File: src/rtl/fwr_pkg.sv
// ----------------------------------------------------------------------------
// fwr_pkg
// Shared types and constants of the 3-D full-weighting restriction unit.
// ----------------------------------------------------------------------------
`default_nettype none

package fwr_pkg;

  // configuration port
  localparam int CFG_INDEX_W = 3;
  localparam int CFG_DATA_W  = 7;

  typedef enum logic [CFG_INDEX_W-1:0] {
    REG_SIZE_X = 3'd0,
    REG_SIZE_Y = 3'd1,
    REG_SIZE_Z = 3'd2,
    REG_GHOST  = 3'd3
  } fwr_reg_t;

  // register reset values
  localparam logic [CFG_DATA_W-1:0] SIZE_RESET  = 7'd64;
  localparam logic [1:0]            GHOST_RESET = 2'd1;

  // output queue
  localparam int FIFO_DEPTH = 8;
  localparam int FIFO_PTR_W = 3;
  localparam int FIFO_CNT_W = 4;

  // per-sample control that travels down the pipeline
  typedef struct packed {
    logic emit;
    logic last;
  } fwr_tag_t;

endpackage

`default_nettype wire

File: src/rtl/fwr_ctrl.sv
// ----------------------------------------------------------------------------
// fwr_ctrl
// Configuration registers, stream position counters and window-close decode.
// ----------------------------------------------------------------------------
`default_nettype none

module fwr_ctrl #(
  parameter int MAX_COARSE_DIM = 64,
  parameter int MAX_GHOST      = 2,
  parameter int FW             = 8,
  parameter int AW             = 16
) (
  input  wire logic                           clk,
  input  wire logic                           rst,
  input  wire logic                           cfg_we,
  input  wire logic [fwr_pkg::CFG_INDEX_W-1:0] cfg_index,
  input  wire logic [fwr_pkg::CFG_DATA_W-1:0]  cfg_data,
  input  wire logic                           accept,
  output logic [AW-1:0]                       plane_addr,
  output logic [FW-1:0]                       col,
  output fwr_pkg::fwr_tag_t                   tag
);
  import fwr_pkg::*;

  logic [CFG_DATA_W-1:0] size_x, size_y, size_z;
  logic [1:0]            ghost;
  logic [FW-1:0]         nx, ny, nz, g, fx, fy, fz;
  logic [FW-1:0]         p, r, c;
  logic [AW-1:0]         addr;
  logic                  hx, hy, hz, lx, ly, lz;

  function automatic logic [FW-1:0] clamp_size(input logic [CFG_DATA_W-1:0] raw);
    logic [FW-1:0] v;
    v = FW'(raw);
    if (raw == '0) v = FW'(1);
    else if (FW'(raw) > FW'(MAX_COARSE_DIM)) v = FW'(MAX_COARSE_DIM);
    return v;
  endfunction

  // window closes on this axis, and it is the last coarse index
  function automatic logic [1:0] axis_hit(input logic [FW-1:0] f, input logic [FW-1:0] gw,
                                          input logic [FW-1:0] n);
    logic [FW-1:0] d;
    logic          hit, lst;
    d   = f - gw - FW'(2);
    hit = (f >= gw + FW'(2)) && !d[0] && ({1'b0, d[FW-1:1]} < n);
    lst = hit && ({1'b0, d[FW-1:1]} == n - FW'(1));
    return {hit, lst};
  endfunction

  // register file
  always_ff @(posedge clk) begin
    if (rst) begin
      size_x <= SIZE_RESET;
      size_y <= SIZE_RESET;
      size_z <= SIZE_RESET;
      ghost  <= GHOST_RESET;
    end else if (cfg_we) begin
      case (cfg_index)
        REG_SIZE_X: size_x <= cfg_data;
        REG_SIZE_Y: size_y <= cfg_data;
        REG_SIZE_Z: size_z <= cfg_data;
        REG_GHOST:  ghost  <= cfg_data[1:0];
        default: ;
      endcase
    end
  end

  // saturated sizes and fine extents
  always_comb begin
    nx = clamp_size(size_x);
    ny = clamp_size(size_y);
    nz = clamp_size(size_z);
    g  = FW'(ghost);
    if (ghost == 2'd0) g = FW'(1);
    else if (FW'(ghost) > FW'(MAX_GHOST)) g = FW'(MAX_GHOST);
    fx = (nx << 1) + (g << 1);
    fy = (ny << 1) + (g << 1);
    fz = (nz << 1) + (g << 1);
  end

  // stream position
  always_ff @(posedge clk) begin
    if (rst || cfg_we) begin
      p    <= '0;
      r    <= '0;
      c    <= '0;
      addr <= '0;
    end else if (accept) begin
      if (c == fz - FW'(1)) begin
        c <= '0;
        if (r == fy - FW'(1)) begin
          r    <= '0;
          addr <= '0;
          p    <= (p == fx - FW'(1)) ? '0 : p + FW'(1);
        end else begin
          r    <= r + FW'(1);
          addr <= addr + AW'(1);
        end
      end else begin
        c    <= c + FW'(1);
        addr <= addr + AW'(1);
      end
    end
  end

  // window-close decode
  always_comb begin
    {hx, lx} = axis_hit(p, g, nx);
    {hy, ly} = axis_hit(r, g, ny);
    {hz, lz} = axis_hit(c, g, nz);
    tag.emit = hx && hy && hz;
    tag.last = lx && ly && lz;
    plane_addr = addr;
    col        = c;
  end

endmodule

`default_nettype wire

File: config.mk
export PLATFORM = sky130hd
export DESIGN_NAME = fwr_ctrl
export DESIGN_NICKNAME = d
export VERILOG_FILES = /design/src/rtl/fwr_pkg.sv /design/src/rtl/fwr_ctrl.sv
export SDC_FILE = /design/constraint.sdc
export NUM_CORES = 1
export LEC_CHECK = 0
export BUFFER_PORTS_ARGS = -buffer_cell sky130_fd_sc_hd__buf_2
export CAP_MARGIN = 20
export CORE_MARGIN = 1.5
export CORE_UTILIZATION = 40
export CTS_BUF_LIST = sky130_fd_sc_hd__clkbuf_8
export DETAILED_ROUTE_END_ITERATION = 10
export HOLD_SLACK_MARGIN = 0.08
export PLACE_DENSITY = 0.54
export SYNTH_ARGS = -nofsm -noshare
export SYNTH_HDL_FRONTEND = slang
export SYNTH_SLANG_ARGS = --single-unit
File: constraint.sdc
create_clock -name clk -period 6.9 [get_ports clk]
set_input_delay 0.345 -clock clk [delete_from_list [all_inputs] [get_ports clk]]
set_output_delay 0.345 -clock clk [all_outputs]
set_load 0.005 [all_outputs]
==> impl_metrics.json, run 1 <==
{
  "synth_compound_area_share_pct": 10.6,
  "fin_crit_ps": 4930,
  "chipWidth_um": 121,
  "synthTopCellsByCount": "ha_1 (84), nor2_1 (82), dfxtp_1 (62)",
  "clock_latency_ps": 360,
  "rsz0062_at_grt": "no",
  "dpl.hpwl_mm": 11.0,
  "synth_cell_types": 58,
  "ant_nets": 0,
  "cp-start-kind": "register",
  "crit_chain": "inv_1 -> ha_1 -> inv_1 -> ha_1 -> inv_1 -> fa_1 -> nand2_1 -> xnor2_1 -> ha_1 -> nand2_1 -> nand3_1 -> a221oi_1 -> nand3_1 -> or4_1 -> a311oi_1 -> o2111a_1 -> buf_2",
  "gp_congestion": 0.941,
  "n_fill_cell": 1361,
  "crit_buf_inv": 4,
  "htreeDepth": 3,
  "drt-met1-wl_mm": 6.69,
  "setup-tns-final_ps": 0,
  "required_ps": 6550,
  "vdd_drop_max_mv": 0.135,
  "grt_max_degree": 25,
  "grt_pass1_wl_mm": 22.7,
  "hold_ws_ps": 248,
  "die_area_mm2": 0.0146,
  "area_delta_synth_final_pct": 9.61,
  "yosysTopAreaCellShare_pct": 22.3,
  "synth_adder_area_share_pct": 21.7,
  "diodes": 0,
  "relSlewSlack_pct": 48.7,
  "start_util_pct": 41.6,
  "cts_buffers": 9,
  "io_buffers": 39,
  "synth_cells": 682,
  "synthSimpleGateAreaFrac_pct": 21.1,
  "worst_pin_slew_ps": 768,
  "regArea_mm2": 0.00124,
  "fmax_ghz": 0.203,
  "synth_xor_area_share_pct": 14.9,
  "cellLeakagePower_uw": 0.00264,
  "synth_edf_count": 0,
  "dr.max_layer_used": "met4",
  "synth_top_family_by_area": "adder cells",
  "synthArstFlopShare_pct": 0,
  "critical_path_class": "reg2out",
  "synth_warnings": 0,
  "yosysSeqAreaShare_pct": 22.3,
  "ys.flop_type": "dfxtp_1",
  "final-setup-viol-count": 0,
  "netlist_top_cells_area": "dfxtp_1 (22%), ha_1 (19%), xnor2_1 (8.6%)",
  "post_cts_buffers": 0,
  "final_max_slew_viol_count": 0,
  "hold_buffers": 0,
  "slowest_stage": "dfxtp_1",
  "hold_depth": 2,
  "drcViolationCount": 0,
  "gr-total-overflow": 0,
  "synth.avg_cell_area_um2": 8.17,
  "worst_setup_path_end_kind": "output pin",
  "hold_viol": 0,
  "final_nets": 820,
  "final_layout_size_suffix_gt1_share_pct": 9.19,
  "cap_violations": 0,
  "yosysTopAreaCell": "dfxtp_1",
  "track_usage_pct": 19.6,
  "finalCritPeriodShare_pct": 71.5,
  "min_path_type": "in2reg",
  "status": "finished, final reports clean",
  "core_mm2": 0.0134,
  "clock_path_buffers": 2,
  "synth_area_mm2": 0.00557,
  "slowest_delay_ps": 560,
  "worstPathArrival_ps": 4590,
  "io_pins": 40,
  "drtIter0Drc": 283,
  "crit_path_max_fanout": 10,
  "synth.most_common_cell": "ha_1",
  "yosys_register_bits": 62,
  "cts_tree": "built",
  "power_density_mw_per_mm2": 128,
  "drt_wl_total_mm": 13.7,
  "rows": 42,
  "antenna_found_initial": 0,
  "ctsResizeCount": 0,
  "die_h_um": 121,
  "drtPass1Iterations": 7,
  "crit_family": "adder cells",
  "fin_util_pct": 45.6,
  "wl_per_cell_um": 15.3,
  "clock-sinks": 62,
  "vias": 4713,
  "wl_met3_um": 578,
  "reg2reg_depth": 15,
  "synth_mux_area_share_pct": 3.59,
  "grt_pass1_vias": 4629,
  "cts.clk_slew.worst_paths_ps": 80,
  "fin_skew_ps": 10.1,
  "wl_met2_mm": 6.22,
  "multi_input_area_mm2": 0.00401,
  "syn-num-nets": 788,
  "cts_root_buf": "clkbuf_8",
  "cp.depth": 17,
  "vias_per_cell": 5.27
}
==> power by group <==
part / total, µW / internal, µW / switching [µW]
logic: 86.1 / 36.1 / 50.0
clock network: 329 / 175 / 154
registers: 367 / 361 / 5.71
==> cell usage in the layout, fill, tap and decap left out, types with 3 or more instances in the layout <==
cell	count
nand4_1	16
nor4_1	4
or4_1	6
xnor2_1	55
xor2_1	40
a21oi_1	25
clkbuf_8	10
o21ai_0	15
and3_1	5
a211o_1	3
o31ai_1	3
nand2b_1	8
nor3_1	17
nor4b_1	3
nand3_1	17
mux2i_1	20
nor2b_1	6
fa_1	8
a21o_1	5
o211ai_1	4
o21bai_1	4
or3_1	10
inv_1	61
ha_1	84
buf_2	40
nor2_1	82
or2_2	6
a211oi_1	5
nand2_1	55
dfxtp_1	62
==> flip-flops by register name (all words and copies together) (netlist names) <==
| register | cells |
|---|---|
| plane_addr | 16 |
| col | 8 |
| p | 8 |
| r | 8 |
| size_x | 7 |
| size_y | 7 |
| size_z | 7 |
| ghost | 1 |
==> kinds of logic after synthesis <==
group | Yosys count
simple gates | 244
xor+xnor | 95
fa+ha+maj | 92
compound gates | 88
buf+inv | 81
flops | 62
mux | 20
==> worst paths after layout <==
check | start | slack (ps) | to
max reg2reg | size_z[5] | 2690 | plane_addr[7]
max | ghost[1] | 1970 | tag[0]
min | cfg_data[6] | 250 | size_z[6]
min reg2reg | plane_addr[15] | 530 | plane_addr[15]
==> routing by layer <==
| layer | global-route usage (%) | vias up |
|---|---|---|
| li1 | - | 2391 |
| met5 | 0 | - |
| met2 | 32.6 | 107 |
| met4 | 5.51 | 0 |
| met1 | 26.2 | 2197 |
| met3 | 3.29 | 18 |
==> stage by stage <==
stage	setup WS, ps	std cells	power, µW	cell area, µm²
3_5_place_dp	2430	878	461	5910
6_report	1970	894	782	6110
2_1_floorplan	3040	682	435	5570
4_1_cts	1990	893	791	6100
3_3_place_gp	2560	878	460	5910
5_1_grt	1600	894	815	6110
==> worst register-to-register path: stages (launching register included) <==
cell and delay (ps):
dfxtp_1 390, nor3_1 220, a21oi_1 90, or2_2 330
ha_1 200, inv_1 50, ha_1 190, inv_1 70
fa_1 410, nor3_1 290, o31ai_1 160, a211oi_2 310
nand4_1 210, or3_4 460, nand2_1 600, nor2_1 130
==> area by class of cell <==
class | count | share of cell area (%)
Clock buffer | 10 | 2.25
Clock inverter | 5 | 0.963
Inverter | 61 | 3.75
Multi-Input combinational cell | 539 | 65.7
Sequential cell | 62 | 20.3
Tap cell | 176 | 3.61
Timing Repair Buffer | 41 | 3.40
(Power assumes the default switching activity.)
==> run 2: changes to the inputs <==
Settings changed: ABC_AREA set to 1, PLACE_DENSITY 0.54 to 0.53.
Clock period 6.9 ns to 5.15 ns, I/O delays scaled along.
==> run 2 against run 1 <==
Clock power increased by 46%. Clock-buffer cell count decreased by 1. Hold slack got worse by 66 ps. Sequential power increased by 35%. Register-to-register slack got worse by 1300 ps. Worst setup slack got worse by 1000 ps. Critical endpoint unchanged. Largest cell class unchanged. Highest routed layer unchanged.
==> impl_metrics.json, run 2 <==
{
  "start_util_pct": 40.9,
  "cts_tree": "built",
  "yosysTopAreaCellShare_pct": 19.2,
  "internal-power_uw": 821,
  "critical_path_class": "reg2out",
  "post_cts_buffers": 0,
  "cp-start-kind": "register",
  "yosys_register_bits": 62,
  "power_switching_share_pct": 29.4,
  "power_frac_comb_pct": 16.3,
  "slowest_stage": "dfxtp_1",
  "grt_pass1_vias": 5584,
  "rsz0062_at_grt": "no",
  "io_pins": 40,
  "die_h_um": 130,
  "drt_wl_total_mm": 16.8,
  "rows": 46,
  "setup-tns-final_ps": 0,
  "gr-total-overflow": 0,
  "synthTopCellsByCount": "nand2_1 (254), inv_1 (147), nor2_1 (134)",
  "power_density_mw_per_mm2": 166,
  "track_usage_pct": 21.2,
  "final_max_slew_viol_count": 0,
  "io_buffers": 39,
  "synth_warnings": 0,
  "cap_violations": 0,
  "synth_edf_count": 0,
  "yosysTopAreaCell": "dfxtp_1",
  "grt_pass1_wl_mm": 27.9,
  "clock-sinks": 62,
  "min_path_type": "in2reg",
  "required_ps": 4890,
  "diodes": 0,
  "path_common_cell": "nand2_1",
  "final_common_cell": "nand2_1",
  "final_nets": 1148,
  "cellLeakagePower_uw": 0.00350,
  "synth.most_common_cell": "nand2_1",
  "ctsResizeCount": 0,
  "worst_pin_slew_ps": 870,
  "cts_buffers": 9,
  "gp_congestion": 0.863,
  "n_fill_cell": 1695,
  "vias_per_cell": 4.83,
  "synthArstFlopShare_pct": 0,
  "synth_area_mm2": 0.00647,
  "vias": 6085,
  "netlist_top_cells_area": "dfxtp_1 (19%), ha_1 (16%), nand2_1 (15%)",
  "p_total_uw": 1160,
  "syn-num-nets": 1117,
  "vdd_drop_max_mv": 0.122,
  "clock_latency_ps": 360,
  "chipWidth_um": 130,
  "dp.cells": 1247,
  "wl_per_cell_um": 13.3,
  "grt_max_degree": 23,
  "relSlewSlack_pct": 41.8,
  "crit_path_max_fanout": 9,
  "layout_common_cells": "nand2_1 (254), inv_1 (148), nor2_1 (134), ha_1 (84), nand3_1 (75)",
  "clock_path_buffers": 2,
  "worst_setup_path_end_kind": "output pin",
  "yosysSeqAreaShare_pct": 19.2,
  "worstPathArrival_ps": 3970,
  "synth_cells": 1011,
  "die_area_mm2": 0.0169,
  "fin_skew_ps": 11.3,
  "status": "finished, final reports clean",
  "clockPowerShare_pct": 41.1,
  "drtIter0Drc": 330,
  "antenna_found_initial": 0,
  "stdcell_count": 1261,
  "area_delta_synth_final_pct": 8.53,
  "ys.flop_type": "dfxtp_1",
  "synth.avg_cell_area_um2": 6.40,
  "slowest_delay_ps": 610,
  "final-setup-viol-count": 0,
  "dpl.hpwl_mm": 13.6,
  "drtPass1Iterations": 5,
  "fin_crit_ps": 4230,
  "crit_chain": "inv_1 -> ha_1 -> inv_1 -> ha_1 -> inv_1 -> fa_1 -> nand2_1 -> xor2_1 -> ha_1 -> and3_1 -> nand2_1 -> nand2_1 -> nor2_1 -> nand2_1 -> nor2_1 -> nand4_1 -> nor2_1 -> buf_2",
  "synth_cell_types": 37,
  "cts_root_buf": "clkbuf_8",
  "fmax_ghz": 0.237,
  "largest_reg_flops": 16,
  "hold_viol": 0,
  "final_layout_size_suffix_gt1_share_pct": 7.85,
  "core_mm2": 0.0158,
  "drcViolationCount": 0,
  "ant_nets": 0,
  "power.switching_uw": 342,
  "cts.clk_slew.worst_paths_ps": 70,
  "seq_power_share_pct": 42.6,
  "htreeDepth": 3,
  "hold_buffers": 0,
  "finalCritPeriodShare_pct": 82.1
}
-- run 2: cell count changes after synthesis, moves of 6 or more --
cell,previous run,this run
nor2b_1,6,0
nand2_1,55,254
a21oi_1,25,47
xnor2_1,55,6
inv_1,61,147
or4_1,6,0
nand2b_1,8,0
or3_1,10,0
nand3_1,17,75
nor2_1,82,134
mux2i_1,20,0
o21ai_0,15,38
nand3b_1,1,9
nand4_1,16,29
-- run 2: final timing paths --
kind / to / slack (ps) / depth (start not counted) / start
setup / recovery: tag[0] / 920 / 18 / ghost[1]
setup reg to reg: p[2] / 1430 / 22 / size_y[6]
hold / removal: size_x[6] / 180 / 3 / cfg_data[6]
hold reg to reg: size_z[0] / 490 / 2 / size_z[0]
-- run 2: cell families (layout without fill, tap and decap cells) --
kind of cell	count (synthesis)	in the layout	synth area share, %
AOI/OAI and AO/OA	100	100	8.34
xor gates and xnor gates	42	42	5.80
DFF	62	62	19.2
and+or+nand+nor	545	545	37.4
adders and majority gates	92	92	18.7
buffers and inverters	170	204	10.5
-- run 2: layout make-up --
type / instances / area (µm²) / share of cell area, %
Clock buffer: 9 / 124 / 1.76
Clock inverter: 5 / 77.6 / 1.10
Sequential cell: 62 / 1240 / 17.7
Multi-Input combinational cell: 779 / 4550 / 64.7
Timing Repair Buffer: 39 / 195 / 2.78
Inverter: 151 / 567 / 8.07
Tap cell: 216 / 270 / 3.85
-- run 2: routing by layer --
metal,GRT usage (%),vias to the layer above,part of all wire (%),wire length [µm]
met1,29.9,2659,52,8740
li1,-,3287,-,-
met2,33.7,122,43,7190
met5,0,-,0,0
met3,3.77,17,4.0,669
met4,4.77,0,1.3,212
-- run 2: per-stage QoR --
| stage | util, % | worst slack [ps] | hold WS [ps] | area (µm²) |
|---|---|---|---|---|
| after floorplan | - | 2030 | 388 | 6470 |
| after global placement | 43.1 | 1410 | 477 | 6820 |
| after detailed placement | 43.1 | 1350 | 471 | 6820 |
| after CTS | 44.4 | 908 | 163 | 7020 |
| after global routing | 44.4 | 592 | 169 | 7020 |
| final | 44.4 | 924 | 182 | 7020 |
-- run 2: power groups by stage --
stage / Clock [µW] / Sequential (µW) / Combinational (µW)
6_report: 479 / 496 / 189
5_1_grt: 510 / 497 / 219
4_1_cts: 494 / 496 / 191
3_5_place_dp: 0 / 507 / 190
3_3_place_gp: 0 / 507 / 191
2_1_floorplan: 0 / 503 / 145
-- run 2: critical path, delay by kind of cell (launching register included) --
family | cells | cell delay (ps)
XOR/XNOR | 1 | 250
adder cells (fa/ha/maj) | 4 | 1220
buffers and inverters | 4 | 590
flip-flops | 1 | 610
AND/OR/NAND/NOR | 9 | 940
==> run 3: changes to the inputs <==
Settings changed: ABC_AREA 1 to 0, PLACE_DENSITY 0.53 to 0.56.
Clock period 5.15 ns to 3.7 ns, I/O delays scaled along.
==> run 3 against run 2 <==
The run now ends with setup timing left. Register-to-register slack got worse by 1300 ps. Total power up 30%. Sequential power increased by 37%. Critical path type unchanged. Highest routed layer unchanged.
==> impl_metrics.json, run 3 (same netlist as run 1, synthesis figures left out) <==
{
  "status": "complete, but fails checks",
  "violations": "setup timing",
  "worstPathArrival_ps": 3830,
  "rsz0062_at_grt": "yes",
  "crit_buf_inv": 6,
  "core_mm2": 0.0134,
  "n_fill_cell": 1276,
  "required_ps": 3510,
  "cap_violations": 0,
  "cp.depth": 17,
  "hold_viol": 0,
  "layout_common_cells": "nor2_1 (81), buf_4 (79), ha_1 (73), dfxtp_1 (59), xnor2_1 (53)",
  "wl_met3_um": 509,
  "r2r-end": "p[2]",
  "dr.max_layer_used": "met4",
  "io_pins": 40,
  "track_usage_pct": 20.9,
  "rows": 42,
  "gr-total-overflow": 0,
  "wl_met2_mm": 6.74,
  "stdcell_count": 978,
  "final_max_slew_viol_count": 0,
  "ant_nets": 0,
  "relSlewSlack_pct": 53.2,
  "final-setup-viol-count": 2,
  "die_h_um": 121,
  "cts_buffers": 9,
  "slowest_delay_ps": 540,
  "worst_pin_slew_ps": 696,
  "min_path_type": "in2reg",
  "drtPass1Iterations": 6,
  "drtIter0Drc": 222,
  "clock-sinks": 62,
  "ff2ff_setup_slack_ps": 130,
  "vias": 4999,
  "reg2reg_depth": 15,
  "crit_path_max_fanout": 3,
  "crit_family": "simple AND/OR/NAND/NOR gates",
  "cp-start-kind": "register",
  "setup_slack_ps": -314,
  "final_common_cell": "nor2_1",
  "area_delta_synth_final_pct": 26.4,
  "drcViolationCount": 0,
  "power_density_mw_per_mm2": 214,
  "die_area_mm2": 0.0146,
  "cts_root_buf": "clkbuf_8",
  "crit_path_end": "tag[0]",
  "io_buffers": 39,
  "antenna_found_initial": 0,
  "clock_latency_ps": 370,
  "gp_congestion": 0.945,
  "cts.clk_slew.worst_paths_ps": 80,
  "dp.cells": 947,
  "hold_ws_ps": 108,
  "vdd_drop_max_mv": 0.317,
  "timing.rr.start": "size_z[5]",
  "dpl.hpwl_mm": 11.6,
  "diodes": 0,
  "start_util_pct": 41.6,
  "drt-met1-wl_mm": 7.07,
  "cts_tree": "built",
  "fin_skew_ps": 9.55,
  "cellLeakagePower_uw": 0.00306,
  "finalCritPeriodShare_pct": 108,
  "fin_crit_ps": 4010,
  "drt_wl_total_mm": 14.6,
  "wl_per_cell_um": 14.9,
  "final_nets": 903,
  "critical_path_class": "reg2out",
  "htreeDepth": 3,
  "fmax_ghz": 0.249,
  "largest_reg_flops": 16,
  "grt_pass1_vias": 4874,
  "worst_setup_path_end_kind": "output pin",
  "dp_slack_ps": -137,
  "vias_per_cell": 5.11,
  "clock_path_buffers": 2,
  "final_layout_size_suffix_gt1_share_pct": 25.1,
  "chipWidth_um": 121,
  "grt_max_degree": 25,
  "crit_start": "ghost[1]",
  "grt_pass1_wl_mm": 23.9,
  "fin_util_pct": 52.6,
  "crit_chain": "buf_6 -> ha_4 -> inv_1 -> ha_2 -> inv_2 -> fa_2 -> inv_2 -> or3_4 -> nand2_2 -> ha_4 -> a221oi_2 -> nand3_1 -> or4_4 -> a311oi_2 -> buf_4 -> o2111a_1 -> buf_2",
  "slowest_stage": "or4_4"
}
run 3: what timing repair did:
item,CTS,global route
hold buffers,1,0
gates resized for setup,36,34
gates cloned,0,1
endpoints found under the setup margin,30,31
buffers inserted,6,7
pin swaps,17,22
hold endpoints to repair,2,0
run 3: worst min path at each step:
stage	depth (start not counted)	end	slack, ps	startpoint
after global routing	3	size_y[5]	100	cfg_data[5]
after CTS	3	size_y[5]	100	cfg_data[5]
final	3	size_y[5]	110	cfg_data[5]
after floorplan	1	size_x[6]	300	cfg_data[6]
after global placement	2	size_z[6]	450	cfg_data[6]
after detailed placement	2	size_x[6]	450	cfg_data[6]
run 3: per-stage QoR:
step           cell area, µm²  total power (µW)  TNS [ps]
2_1_floorplan            5570               812         0
3_3_place_gp             6430               873     -78.1
3_5_place_dp             6440               876      -392
4_1_cts                  6850              1520      -525
5_1_grt                  7040              1580      -707
6_report                 7040              1510      -427
run 3: per-layer routing:
metal  vias to the layer above  global-route usage, %
li1                       2556                      -
met2                        88                   34.2
met5                         -                      0
met3                        21                   3.76
met4                         0                   6.25
met1                      2334                   28.0
run 3: final cells by class:
type                    count  area, µm²  area share (%)
clock inverters             6       68.8           0.977
inverters                  61        234            3.32
well taps                 176        220            3.13
flip-flops and latches     62       1250            17.7
clock buffers              10        138            1.95
repair buffers            123        858            12.2
multi-input cells         540       4280            60.7
run 3: report_power, final:
part | total [µW] | internal, µW | switching, µW | leakage, µW
clock | 631 | 333 | 297 | 0.000103
combinational | 198 | 92.6 | 106 | 0.00245
sequential | 681 | 674 | 7.87 | 0.000502
total | 1510 | 1100 | 411 | 0.00306
run 3: worst register-to-register path: stages (launching register included):
cell and delay, ps:
dfxtp_2 330, nor3_4 180, a21oi_1 90, or2_4 250, ha_4 160, inv_2 40
ha_2 170, inv_2 40, fa_2 520, xor2_1 150, nand4_1 180, a211oi_4 230
nand4_1 230, or3_4 470, or3_4 340, a21oi_2 130
