===== src/rtl/fwr_pkg.sv =====
// ----------------------------------------------------------------------------
// fwr_pkg
// Shared types and constants of the 3-D full-weighting restriction unit.
// ----------------------------------------------------------------------------
`default_nettype none

package fwr_pkg;

  // configuration port
  localparam int CFG_INDEX_W = 3;
  localparam int CFG_DATA_W  = 7;

  typedef enum logic [CFG_INDEX_W-1:0] {
    REG_SIZE_X = 3'd0,
    REG_SIZE_Y = 3'd1,
    REG_SIZE_Z = 3'd2,
    REG_GHOST  = 3'd3
  } fwr_reg_t;

  // register reset values
  localparam logic [CFG_DATA_W-1:0] SIZE_RESET  = 7'd64;
  localparam logic [1:0]            GHOST_RESET = 2'd1;

  // output queue
  localparam int FIFO_DEPTH = 8;
  localparam int FIFO_PTR_W = 3;
  localparam int FIFO_CNT_W = 4;

  // per-sample control that travels down the pipeline
  typedef struct packed {
    logic emit;
    logic last;
  } fwr_tag_t;

endpackage

`default_nettype wire


===== src/rtl/fwr_stream_if.sv =====
// ----------------------------------------------------------------------------
// fwr_stream_if
// Valid/ready channels of the restriction unit: fine input and coarse output.
// ----------------------------------------------------------------------------
`default_nettype none


interface fwr_coarse_if #(
  parameter int SAMPLE_WIDTH = 32
);
  logic                           valid;
  logic                           ready;
  logic signed [SAMPLE_WIDTH-1:0] coarse_value;
  logic                           coarse_last;

  modport source (output valid, output coarse_value, output coarse_last, input ready);
  modport sink   (input valid, input coarse_value, input coarse_last, output ready);
endinterface

`default_nettype wire


===== src/rtl/fwr_out_fifo.sv =====
// ----------------------------------------------------------------------------
// fwr_out_fifo
// Small result queue that decouples the pipeline from the output handshake.
// ----------------------------------------------------------------------------
`default_nettype none

module fwr_out_fifo #(
  parameter int SAMPLE_WIDTH = 32
) (
  input  wire logic                            clk,
  input  wire logic                            rst,
  input  wire logic                            push,
  input  wire logic signed [SAMPLE_WIDTH-1:0]  push_value,
  input  wire logic                            push_last,
  output logic [fwr_pkg::FIFO_CNT_W-1:0]       count,
  fwr_coarse_if.source                         coarse_out
);
  import fwr_pkg::*;

  logic [SAMPLE_WIDTH:0]   entries [FIFO_DEPTH];
  logic [FIFO_PTR_W-1:0]   wr_ptr, rd_ptr;
  logic                    pop;

  assign pop = coarse_out.valid && coarse_out.ready;

  // storage
  always_ff @(posedge clk) begin
    if (push) entries[wr_ptr] <= {push_last, push_value};
  end

  // pointers and fill level
  always_ff @(posedge clk) begin
    if (rst) begin
      wr_ptr <= '0;
      rd_ptr <= '0;
      count  <= '0;
    end else begin
      if (push) wr_ptr <= wr_ptr + FIFO_PTR_W'(1);
      if (pop)  rd_ptr <= rd_ptr + FIFO_PTR_W'(1);
      count <= count + FIFO_CNT_W'(push) - FIFO_CNT_W'(pop);
    end
  end

  // head of queue
  always_comb begin
    coarse_out.valid        = (count != '0);
    coarse_out.coarse_value = entries[rd_ptr][SAMPLE_WIDTH-1:0];
    coarse_out.coarse_last  = entries[rd_ptr][SAMPLE_WIDTH];
  end

endmodule

`default_nettype wire


===== src/flat_wrapper.sv =====
// flat-port wrapper written by rule: the top's interface ports become plain ports
module fwr_out_fifo_flat import fwr_pkg::*;
#(
  parameter int SAMPLE_WIDTH = 32
)
  (clk, rst, push, push_value, push_last, count, coarse_out_valid, coarse_out_coarse_value, coarse_out_coarse_last, coarse_out_ready);
  fwr_coarse_if #(.SAMPLE_WIDTH(SAMPLE_WIDTH)) coarse_out_i ();
  input  wire logic clk;
  input  wire logic rst;
  input  wire logic push;
  input  wire logic signed [SAMPLE_WIDTH-1:0] push_value;
  input  wire logic push_last;
  output logic [fwr_pkg::FIFO_CNT_W-1:0] count;
  output wire logic [$bits(coarse_out_i.valid)-1:0] coarse_out_valid;
  output wire logic [$bits(coarse_out_i.coarse_value)-1:0] coarse_out_coarse_value;
  output wire logic [$bits(coarse_out_i.coarse_last)-1:0] coarse_out_coarse_last;
  input wire logic [$bits(coarse_out_i.ready)-1:0] coarse_out_ready;
  assign coarse_out_valid = coarse_out_i.valid;
  assign coarse_out_coarse_value = coarse_out_i.coarse_value;
  assign coarse_out_coarse_last = coarse_out_i.coarse_last;
  assign coarse_out_i.ready = coarse_out_ready;
  fwr_out_fifo #(.SAMPLE_WIDTH(SAMPLE_WIDTH)) u_core (.clk(clk), .rst(rst), .push(push), .push_value(push_value), .push_last(push_last), .count(count), .coarse_out(coarse_out_i));
endmodule

===== config.mk =====
export PLATFORM = sky130hd
export DESIGN_NAME = fwr_out_fifo_flat
export DESIGN_NICKNAME = d
export VERILOG_FILES = /design/src/rtl/fwr_pkg.sv /design/src/rtl/fwr_stream_if.sv /design/src/rtl/fwr_out_fifo.sv /design/src/flat_wrapper.sv
export SDC_FILE = /design/constraint.sdc
export NUM_CORES = 1
export LEC_CHECK = 0
export BUFFER_PORTS_ARGS = -buffer_cell sky130_fd_sc_hd__buf_2
export CELL_PAD_IN_SITES_DETAIL_PLACEMENT = 1
export CELL_PAD_IN_SITES_GLOBAL_PLACEMENT = 2
export CORE_ASPECT_RATIO = 1.5
export CORE_MARGIN = 2
export CORE_UTILIZATION = 45
export DETAILED_ROUTE_END_ITERATION = 10
export PLACE_DENSITY = 0.74
export SLEW_MARGIN = 40
export SYNTH_ARGS = -nofsm -noshare
export SYNTH_HDL_FRONTEND = slang
export SYNTH_SLANG_ARGS = --single-unit

===== constraint.sdc =====
create_clock -name clk -period 3.88 [get_ports clk]
set_input_delay 0.388 -clock clk [delete_from_list [all_inputs] [get_ports clk]]
set_output_delay 0.388 -clock clk [all_outputs]
set_load 0.03 [all_outputs]

==> impl_metrics.tcl, run 1 <==
set metrics [dict create \
    number_of_enable_flip_flop_cells_after_synthesis 264 \
    worstMarginPinSlew_ps 669 \
    cts-hold-fix-buffers 0 \
    final-instance-count-excl-fill 895 \
    1st_iter_drt_viols 408 \
    synthDominantAreaCellType "sky130_fd_sc_hd__edfxtp_1" \
    period_needed_ps 2920 \
    yosysMostFrequentCell "sky130_fd_sc_hd__edfxtp_1" \
    critical_path.max_fanout 22 \
    synth_top_area_share 0.749 \
    ys_async_sr_fraction 0 \
    initial_utilization 0.459 \
    synth_area_leaders "sky130_fd_sc_hd__edfxtp_1, sky130_fd_sc_hd__mux4_2, sky130_fd_sc_hd__mux2_2" \
    yosysWarnings 0 \
    placeableCoreArea_mm2 0.0231 \
    top_level_ports 75 \
    cp_cell_sequence "buf_12 > mux4_1 > mux2_2 > buf_2" \
    period_share 0.753 \
    synth.yosys.seq_area_share 0.774 \
    via_count 4804 \
    cts_tree "yes" \
    place_hpwl_um 13300 \
    global_route_wire_length_before_repair_um 33200 \
    post-cts-setup-buffers 0 \
    worst_setup_path_start_kind "flop" \
    clockRootBuffer "sky130_fd_sc_hd__clkbuf_16" \
    placed_cell_area_mm2 0.0115 \
    post_synth_inst_count 457 \
    worst_path_largest_cell_delay_ps 660 \
    clk_path_buf_depth 3 \
    yosysUniqueCellTypes 27 \
    grt_start_max_net_pins 38 \
    syn_area_per_cell_um2 23.1 \
    rsz0062_at_grt "false" \
    hold_slack_ps 129 \
    detail_route.vias_per_cell 5.37 \
    totalWireLength_um 21800 \
    finalMaxSlewViolations 0 \
    worst_slew_margin_rel 0.553 \
    synth_top_flop_cell "sky130_fd_sc_hd__edfxtp_1" \
    design.die.area_mm2 0.0248 \
    critical_path.n_buffers_inverters 2 \
    finalWeightedCongestion 0.665 \
    worst_clock_skew_ps 8.31 \
    final_hold_viol_count 0 \
    totalNegativeSetupSlack_ps 0 \
    max_cap_violations 0 \
    required_time_of_the_critical_path_ps 3490 \
    routedWlPerCell_um 24.3 \
    numPortBuffers 74 \
    fillerInstances 2016 \
    initial_antenna_violation_count 2 \
    first_pass_iters 4 \
    clk_latency_ps 520 \
    grt_overflow 0 \
    cp_slowest_cell "sky130_fd_sc_hd__dfxtp_4" \
    synth.cell_area_mm2 0.0106 \
    yosys-top-cells-count "sky130_fd_sc_hd__edfxtp_1, sky130_fd_sc_hd__mux4_2, sky130_fd_sc_hd__mux2_2" \
    run_status "completed" \
    layout-drive-gt1-share 0.413 \
    worst_ep_arrival_time_ps 2530 \
    area_growth_pct 16.2 \
    cts_resized 0 \
    antenna_violating_nets_post_route 0 \
    nets 604 \
    cts_num_sinks 277 \
    dieHeight_um 192 \
    critPathKind "reg2out" \
    total_leakage_power_uw 0.00397 \
    yosys_register_bits 277 \
    cp-end-kind "output pin" \
    max_clock_freq_ghz 0.342 \
    critical-path-top-delay-family "multiplexers" \
    clk_transition_reported_paths_ps 70 \
    final_core_utilization 0.533 \
    setup_viols_final 0 \
    detail_route.drc_violations 0 \
    cts_htree_levels 1 \
    rows 68 \
    syn-num-nets 501 \
    cellPowerDensity_mw_per_mm2 576 \
    via_count_of_the_first_global_routing_pass 5536 \
    post-route-cell-area_mm2 0.0123 \
    die_w_um 129 \
    grtUsageTotal 0.183 \
    worst_min_path_class "in2reg" \
    place_inst 848 \
    ir_drop_uv 386 \
    cts_made_buffers 25 \
]
==> power by group <==
| part | leakage, uW | switching [uW] | total (uW) | internal (uW) |
|---|---|---|---|---|
| logic | 0.00108 | 658 | 1170 | 507 |
| registers | 0.00251 | 127 | 3500 | 3380 |
| clock network | 0.000390 | 1050 | 2410 | 1360 |
| total | 0.00397 | 1830 | 7080 | 5240 |
==> sequential cells by signal, summed over array words and instances, names as in the netlist, named ones only <==
name            count
u_core.entries    264
u_core.rd_ptr       3
u_core.wr_ptr       3
u_core.count        4
==> area by class of cell <==
class / instances / area (um2) / area share
Sequential cell: 277 / 8200 / 0.667
Multi-Input combinational cell: 153 / 2290 / 0.186
Clock buffer: 32 / 672 / 0.0547
Timing Repair Buffer: 95 / 578 / 0.0470
Tap cell: 315 / 394 / 0.0321
Clock inverter: 14 / 125 / 0.0102
Inverter: 8 / 30.0 / 0.00244
Antenna cell: 1 / 2.50 / 0.000204
==> routing by layer <==
metal,vias up,track usage,share of wire
met5,-,0,0.00032
met4,2,0.0686,0.030
met3,47,0.0279,0.046
met2,130,0.328,0.54
met1,2515,0.222,0.38
li1,2110,-,-
==> final timing paths <==
kind | endpoint | startpoint | depth (start not counted) | slack, ps
worst min register to register | flop | u_core.rd_ptr[2]$_SDFFE_PP0P_ | 2 | 530
worst min-delay path | u_core.entries[2][32]$_DFFE_PP_ | push_last | 1 | 130
worst max-delay path | coarse_out_coarse_value[28] | flop | 4 | 960
worst max register to register | u_core.count[1]$_SDFF_PP0_ | u_core.count[2]$_SDFF_PP0_ | 10 | 1610
==> worst reg2reg max path, delay by kind of cell, from the launching register on <==
family          cells  cell delay (ps)
fa+ha+maj           3              780
compound gates      1              110
simple gates        3              670
flops               1              310
buf+inv             3              340
==> placed cells by master (no fill, tap or decap), types with 2 or more instances in the layout <==
cell type,count
sky130_fd_sc_hd__clkbuf_16,25
sky130_fd_sc_hd__buf_4,17
sky130_fd_sc_hd__nand2b_1,4
sky130_fd_sc_hd__ha_1,6
sky130_fd_sc_hd__clkbuf_1,5
sky130_fd_sc_hd__xor2_1,2
sky130_fd_sc_hd__nor2_1,7
sky130_fd_sc_hd__clkinv_1,3
sky130_fd_sc_hd__buf_2,74
sky130_fd_sc_hd__mux4_2,59
sky130_fd_sc_hd__clkinv_2,6
sky130_fd_sc_hd__edfxtp_1,264
sky130_fd_sc_hd__nor2b_1,2
sky130_fd_sc_hd__inv_1,8
sky130_fd_sc_hd__mux2_2,35
sky130_fd_sc_hd__nand2_1,5
sky130_fd_sc_hd__buf_12,4
sky130_fd_sc_hd__nand3_1,3
sky130_fd_sc_hd__o21ai_0,3
sky130_fd_sc_hd__mux4_1,7
sky130_fd_sc_hd__bufinv_16,2
sky130_fd_sc_hd__dfxtp_1,10
sky130_fd_sc_hd__clkbuf_8,2
sky130_fd_sc_hd__nor3_2,2
sky130_fd_sc_hd__nor2_4,6
sky130_fd_sc_hd__clkinvlp_4,2
sky130_fd_sc_hd__dfxtp_4,3
sky130_fd_sc_hd__a21oi_1,6
==> cell families after synthesis <==
kind of cell / share of synthesized area
DFF: 0.774
AOI/OAI and AO/OA: 0.00509
muxes: 0.181
buffers and inverters: 0.0147
xor gates and xnor gates: 0.00248
adders and majority gates: 0.00899
and+or+nand+nor: 0.0136
==> metrics by stage <==
stage	total power, uW	setup slack [ps]
after detailed placement	4760	1460
final	7080	957
after floorplan	4390	648
after global routing	7330	809
after CTS	7160	889
after global placement	4710	1220
Power figures use the tool's default switching activity.
==> run 2: changes to the inputs <==
--- a/config.mk
+++ b/config.mk
@@ -5,14 +5,15 @@
 export SDC_FILE = /design/constraint.sdc
 export NUM_CORES = 1
 export LEC_CHECK = 0
+export ABC_AREA = 1
 export BUFFER_PORTS_ARGS = -buffer_cell sky130_fd_sc_hd__buf_2
 export CELL_PAD_IN_SITES_DETAIL_PLACEMENT = 1
 export CELL_PAD_IN_SITES_GLOBAL_PLACEMENT = 2
 export CORE_ASPECT_RATIO = 1.5
 export CORE_MARGIN = 2
-export CORE_UTILIZATION = 45
+export CORE_UTILIZATION = 39
 export DETAILED_ROUTE_END_ITERATION = 10
-export PLACE_DENSITY = 0.74
+export PLACE_DENSITY = 0.78
 export SLEW_MARGIN = 40
 export SYNTH_ARGS = -nofsm -noshare
 export SYNTH_HDL_FRONTEND = slang
==> constraint.sdc (replaced) <==
create_clock -name clk -period 2.9 [get_ports clk]
set_input_delay 0.29 -clock clk [delete_from_list [all_inputs] [get_ports clk]]
set_output_delay 0.29 -clock clk [all_outputs]
set_load 0.03 [all_outputs]
==> impl_metrics.tcl, run 2 <==
set metrics [dict create \
    post-cts-setup-buffers 0 \
    grt_start_max_net_pins 133 \
    worst_ep_arrival_time_ps 2230 \
    worst_slew_margin_rel 0.437 \
    critical_path.max_fanout 34 \
    max_clock_freq_ghz 0.397 \
    top_register "u_core.entries" \
    routedWlPerCell_um 16.4 \
    total_leakage_power_uw 0.00638 \
    via_count 8039 \
    ys_async_sr_fraction 0 \
    initial_utilization 0.394 \
    yosysUniqueCellTypes 18 \
    totalWireLength_um 28500 \
    xor_and_xnor_area_share_after_synthesis 0 \
    worst_min_path_class "in2reg" \
    cts_tree "yes" \
    final_cell_mix "sky130_fd_sc_hd__nand2_1, sky130_fd_sc_hd__inv_1, sky130_fd_sc_hd__edfxtp_1, sky130_fd_sc_hd__nand3_1, sky130_fd_sc_hd__buf_2" \
    clk_path_buf_depth 3 \
    yosys.area_share.simple 0.200 \
    finalWeightedCongestion 0.691 \
    grt_overflow 0 \
    die_w_um 148 \
    grtUsageTotal 0.179 \
    max_cap_violations 0 \
    1st_iter_drt_viols 322 \
    synth_adder_area_share 0.00783 \
    worstMarginPinSlew_ps 845 \
    synth.cell_area_mm2 0.0121 \
    totalNegativeSetupSlack_ps 0 \
    synth_top_family_by_area "simple AND/OR/NAND/NOR gates" \
    run_status "completed" \
    initial_antenna_violation_count 0 \
    synth_top_area_share 0.653 \
    worst_clock_skew_ps 13.6 \
    numPortBuffers 74 \
    cts_made_buffers 28 \
    ir_drop_uv 639 \
    max_ffs_per_register 264 \
    yosys_register_bits 277 \
    critPathKind "reg2out" \
    place_hpwl_um 16200 \
    design.die.area_mm2 0.0326 \
    via_count_of_the_first_global_routing_pass 8524 \
    rsz0062_at_grt "false" \
    rows 79 \
    first_pass_iters 4 \
    dieHeight_um 220 \
    top_level_ports 75 \
    period_share 0.869 \
    nets 1351 \
    cts_resized 0 \
    post_synth_inst_count 1229 \
    area_growth_pct 15.2 \
    clk_transition_reported_paths_ps 60 \
    diodes 0 \
    final_hold_viol_count 0 \
    cp-end-kind "output pin" \
    clockRootBuffer "sky130_fd_sc_hd__clkbuf_16" \
    synth_area_leaders "sky130_fd_sc_hd__edfxtp_1, sky130_fd_sc_hd__nand2_1, sky130_fd_sc_hd__inv_1" \
    cellPowerDensity_mw_per_mm2 788 \
    syn-num-nets 1273 \
    layout-drive-gt1-share 0.110 \
    worst_slack_setup_final_ps 380 \
    cts_htree_levels 1 \
    period_needed_ps 2520 \
    synthDominantAreaCellType "sky130_fd_sc_hd__edfxtp_1" \
    synth_top_flop_cell "sky130_fd_sc_hd__edfxtp_1" \
    detail_route.vias_per_cell 4.64 \
    yosysWarnings 0 \
    synth.yosys.seq_area_share 0.674 \
    placeableCoreArea_mm2 0.0308 \
    cts_num_sinks 277 \
    finalMaxSlewViolations 0 \
    clk_latency_ps 550 \
    layout_commonest_cell "sky130_fd_sc_hd__nand2_1" \
    dp_slack_ps 784 \
    antenna_violating_nets_post_route 0 \
    reg_top3 "u_core.entries: 264 flops, u_core.count: 4 flops" \
    required_time_of_the_critical_path_ps 2610 \
    number_of_enable_flip_flop_cells_after_synthesis 264 \
    detail_route.drc_violations 0 \
    muxShareOfSynthArea 0 \
    setup_viols_final 0 \
    yosysMostFrequentCell "sky130_fd_sc_hd__nand2_1" \
    worst_setup_path_start_kind "flop" \
    synth_area_in_compound_gates 0.00495 \
    syn_area_per_cell_um2 9.88 \
    global_route_wire_length_before_repair_um 45300 \
    yosys-top-cells-count "sky130_fd_sc_hd__nand2_1, sky130_fd_sc_hd__inv_1, sky130_fd_sc_hd__edfxtp_1" \
]
-- run 2: cell count changes in the layout (fill, tap and decap cells not counted), sizes merged, moves of 2 or more --
cell         change
nand2          +438
inv            +273
nand3          +135
mux4            -66
mux2            -35
nor2             +5
dlygate4sd3      +4
nand2b           -4
clkbuf           +3
a21oi            +2
nor2b            -2
nor3             -2
or2              +2
xor2             -2
-- run 2: final timing paths --
path / slack, ps / cells after the start / endpoint / startpoint
max: 380 / 8 / coarse_out_coarse_value[0] / flop
min: 30 / 1 / u_core.entries[7][9]$_DFFE_PP_ / push_value[9]
max reg2reg: 800 / 10 / u_core.count[2]$_SDFF_PP0_ / u_core.count[2]$_SDFF_PP0_
min reg2reg: 510 / 2 / u_core.wr_ptr[0]$_SDFFE_PP0P_ / u_core.wr_ptr[0]$_SDFFE_PP0P_
-- run 2: per-stage QoR --
step	instance area, um2	hold slack [ps]	util	cells	total power, uW
floorplan	12100	357	-	1229	6720
detailed placement	13000	498	0.423	1678	7580
CTS	14000	5.14	0.453	1732	11200
global placement	13000	492	0.423	1678	7550
global route	14000	15.4	0.453	1732	11600
finish	14000	27.9	0.453	1732	11000
-- run 2: critical path: stages (launching register included) --
cell	delay, ps
sky130_fd_sc_hd__dfxtp_4	360
sky130_fd_sc_hd__inv_4	310
sky130_fd_sc_hd__buf_4	390
sky130_fd_sc_hd__nand2_1	90
sky130_fd_sc_hd__nand3_1	100
sky130_fd_sc_hd__nand2_1	70
sky130_fd_sc_hd__nand2_1	70
sky130_fd_sc_hd__nand2_1	90
sky130_fd_sc_hd__buf_2	190
-- run 2: final cells by class --
class,instances,area (um2)
Tap cell,405,507
Fill cell,3523,16900
Sequential cell,277,8190
Clock inverter,15,160
Multi-Input combinational cell,620,2650
Timing Repair Buffer,98,661
Clock buffer,35,748
Inverter,282,1060
-- run 2: report_power, final --
part	leakage [uW]	internal (uW)	switching, uW
Clock	0.000429	2090	1500
Sequential	0.00251	4510	53.8
Combinational	0.00344	802	2050
Total	0.00638	7410	3610
-- run 2: kinds of logic after synthesis --
logic type,count (synthesis)
flip-flops,277
AND/OR/NAND/NOR,601
buffers and inverters,332
AO/OA/AOI/OAI,12
adder cells (fa/ha/maj),7
-- run 2: repair_timing --
item | in CTS | in global routing
hold buffers | 4 | 0
hold endpoints to repair | 27 | 0
endpoints found under the setup margin | 0 | 0
-- run 2: metal layers --
metal / share of wire / vias up / GRT usage
li1: - / 3967 / -
met1: 0.43 / 3928 / 0.216
met2: 0.52 / 108 / 0.335
met3: 0.031 / 36 / 0.0217
met4: 0.019 / 0 / 0.0502
met5: 0 / - / 0
==> run 3: changes to the inputs <==
--- a/config.mk
+++ b/config.mk
@@ -5,15 +5,14 @@
 export SDC_FILE = /design/constraint.sdc
 export NUM_CORES = 1
 export LEC_CHECK = 0
-export ABC_AREA = 1
 export BUFFER_PORTS_ARGS = -buffer_cell sky130_fd_sc_hd__buf_2
 export CELL_PAD_IN_SITES_DETAIL_PLACEMENT = 1
 export CELL_PAD_IN_SITES_GLOBAL_PLACEMENT = 2
 export CORE_ASPECT_RATIO = 1.5
 export CORE_MARGIN = 2
-export CORE_UTILIZATION = 39
+export CORE_UTILIZATION = 45
 export DETAILED_ROUTE_END_ITERATION = 10
-export PLACE_DENSITY = 0.78
+export PLACE_DENSITY = 0.74
 export SLEW_MARGIN = 40
 export SYNTH_ARGS = -nofsm -noshare
 export SYNTH_HDL_FRONTEND = slang
==> impl_metrics.tcl, run 3 (synthesis results as in run 1) <==
set metrics [dict create \
    critical-path-top-delay-family "multiplexers" \
    worst_ep_arrival_time_ps 2440 \
    p_sw_uw 2430 \
    run_status "completed" \
    via_count 4770 \
    first_pass_iters 4 \
    max_clock_freq_ghz 0.366 \
    clockRootBuffer "sky130_fd_sc_hd__clkbuf_16" \
    clk_latency_ps 520 \
    place_hpwl_um 12200 \
    initial_utilization 0.459 \
    totalNegativeSetupSlack_ps 0 \
    grt_start_max_net_pins 36 \
    combPwrFrac 0.169 \
    worst_setup_path_start_kind "flop" \
    reg_top3 "u_core.entries: 264 flops, u_core.count: 4 flops" \
    grt_overflow 0 \
    period_share 0.941 \
    post-cts-setup-buffers 0 \
    routedWlPerCell_um 23.7 \
    required_time_of_the_critical_path_ps 2610 \
    cts_htree_levels 1 \
    rsz0062_at_grt "false" \
    pwr-share-seq 0.482 \
    swShare 0.252 \
    worst_clock_skew_ps 11.8 \
    power.internal_uw 7210 \
    pwr-share-clk 0.349 \
    cts-hold-fix-buffers 0 \
    clk_path_buf_depth 3 \
    cts_num_sinks 277 \
    cts_made_buffers 25 \
    max_cap_violations 0 \
    area_growth_pct 16.7 \
    clk_transition_reported_paths_ps 60 \
    cts_resized 0 \
    placeableCoreArea_mm2 0.0231 \
    final_cell_mix "sky130_fd_sc_hd__edfxtp_1, sky130_fd_sc_hd__buf_2, sky130_fd_sc_hd__mux4_2, sky130_fd_sc_hd__mux2_2, sky130_fd_sc_hd__clkbuf_16" \
    finalMaxSlewViolations 0 \
    final_hold_viol_count 0 \
    grtUsageTotal 0.177 \
    top_register "u_core.entries" \
    worstMarginPinSlew_ps 662 \
    die_w_um 129 \
    cp_cell_sequence "buf_4 > mux4_2 > mux2_2 > buf_2" \
    diodes 0 \
    design.die.area_mm2 0.0248 \
    initial_antenna_violation_count 0 \
    layout_commonest_cell "sky130_fd_sc_hd__edfxtp_1" \
    critical_path.n_buffers_inverters 2 \
    setup_viols_final 0 \
    antenna_violating_nets_post_route 0 \
    post-layout-total-power_uw 9640 \
    layout-drive-gt1-share 0.408 \
    numPortBuffers 74 \
    nets 599 \
    detail_route.vias_per_cell 5.37 \
    via_count_of_the_first_global_routing_pass 5444 \
    critical_path.max_fanout 20 \
    1st_iter_drt_viols 306 \
    global_route_wire_length_before_repair_um 32600 \
    detail_route.drc_violations 0 \
    dieHeight_um 192 \
    worst_slew_margin_rel 0.559 \
    ir_drop_uv 439 \
    cp-end-kind "output pin" \
    rows 68 \
    worst_min_path_class "in2reg" \
    top_level_ports 75 \
    finalWeightedCongestion 0.687 \
    cts_tree "yes" \
    totalWireLength_um 21000 \
    max_ffs_per_register 264 \
    total_leakage_power_uw 0.00398 \
    cp_slowest_cell "sky130_fd_sc_hd__dfxtp_4" \
    period_needed_ps 2730 \
    critPathKind "reg2out" \
    cellPowerDensity_mw_per_mm2 781 \
    worst_path_largest_cell_delay_ps 610 \
    hold_slack_ps 40.6 \
]
run 3: cell count changes in the layout (fill, tap and decap cells not counted), sizes merged, moves of 4 or more:
| cell | change |
|---|---|
| nand2b | +4 |
| clkbuf | -5 |
| mux4 | +66 |
| dlygate4sd3 | -4 |
| nand3 | -135 |
| buf | -4 |
| nand2 | -438 |
| nor2 | -5 |
| inv | -273 |
| mux2 | +35 |
run 3: power by group through the flow:
stage / Clock [uW] / Sequential [uW] / Combinational [uW]
global placement: 0 / 4740 / 1630
CTS: 3430 / 4660 / 1670
global route: 3580 / 4670 / 1760
detailed placement: 0 / 4740 / 1660
finish: 3360 / 4650 / 1630
floorplan: 0 / 4680 / 1200
run 3: through the flow:
| stage | cells | setup WS, ps | cell area (um2) | util |
|---|---|---|---|---|
| 6_report | 889 | 170 | 12300 | 0.535 |
| 5_1_grt | 889 | 19.3 | 12300 | 0.535 |
| 4_1_cts | 889 | 101 | 12300 | 0.535 |
| 3_5_place_dp | 843 | 651 | 11500 | 0.499 |
| 3_3_place_gp | 843 | 668 | 11500 | 0.499 |
| 2_1_floorplan | 457 | 520 | 10600 | - |
run 3: metal layers:
layer  vias to the layer above  routed length (um)  track usage
met5                         -                   0            0
met4                         0                 261       0.0401
met3                        21                 982       0.0256
met2                       130               11800        0.321
met1                      2507                8000        0.225
li1                       2112                   -            -
run 3: worst reg2reg max path, stage by stage (launching register included):
cell                      delay (ps)
sky130_fd_sc_hd__dfxtp_1         310
sky130_fd_sc_hd__inv_1            80
sky130_fd_sc_hd__ha_1            150
sky130_fd_sc_hd__nor3b_1         400
sky130_fd_sc_hd__inv_1           180
sky130_fd_sc_hd__nand3_1         160
sky130_fd_sc_hd__o21ai_0         110
sky130_fd_sc_hd__ha_1            210
sky130_fd_sc_hd__inv_1            80
sky130_fd_sc_hd__fa_1            420
sky130_fd_sc_hd__nor2_1          100
run 3: path summary, 6_finish.rpt:
check	startpoint	endpoint	slack [ps]	depth (start not counted)
min	push_value[9]	u_core.entries[3][9]$_DFFE_PP_	40	1
max	flop	coarse_out_coarse_value[7]	170	4
max reg2reg	u_core.count[2]$_SDFF_PP0_	u_core.count[1]$_SDFF_PP0_	660	10
min reg2reg	u_core.rd_ptr[2]$_SDFFE_PP0P_	flop	510	2
run 3: final cells by class:
class / count / area, um2
clock inverters: 16 / 180
flip-flops and latches: 277 / 8200
fillers: 2002 / 10700
multi-input cells: 153 / 2300
clock buffers: 30 / 664
repair buffers: 90 / 578
inverters: 8 / 30.0
well taps: 315 / 394
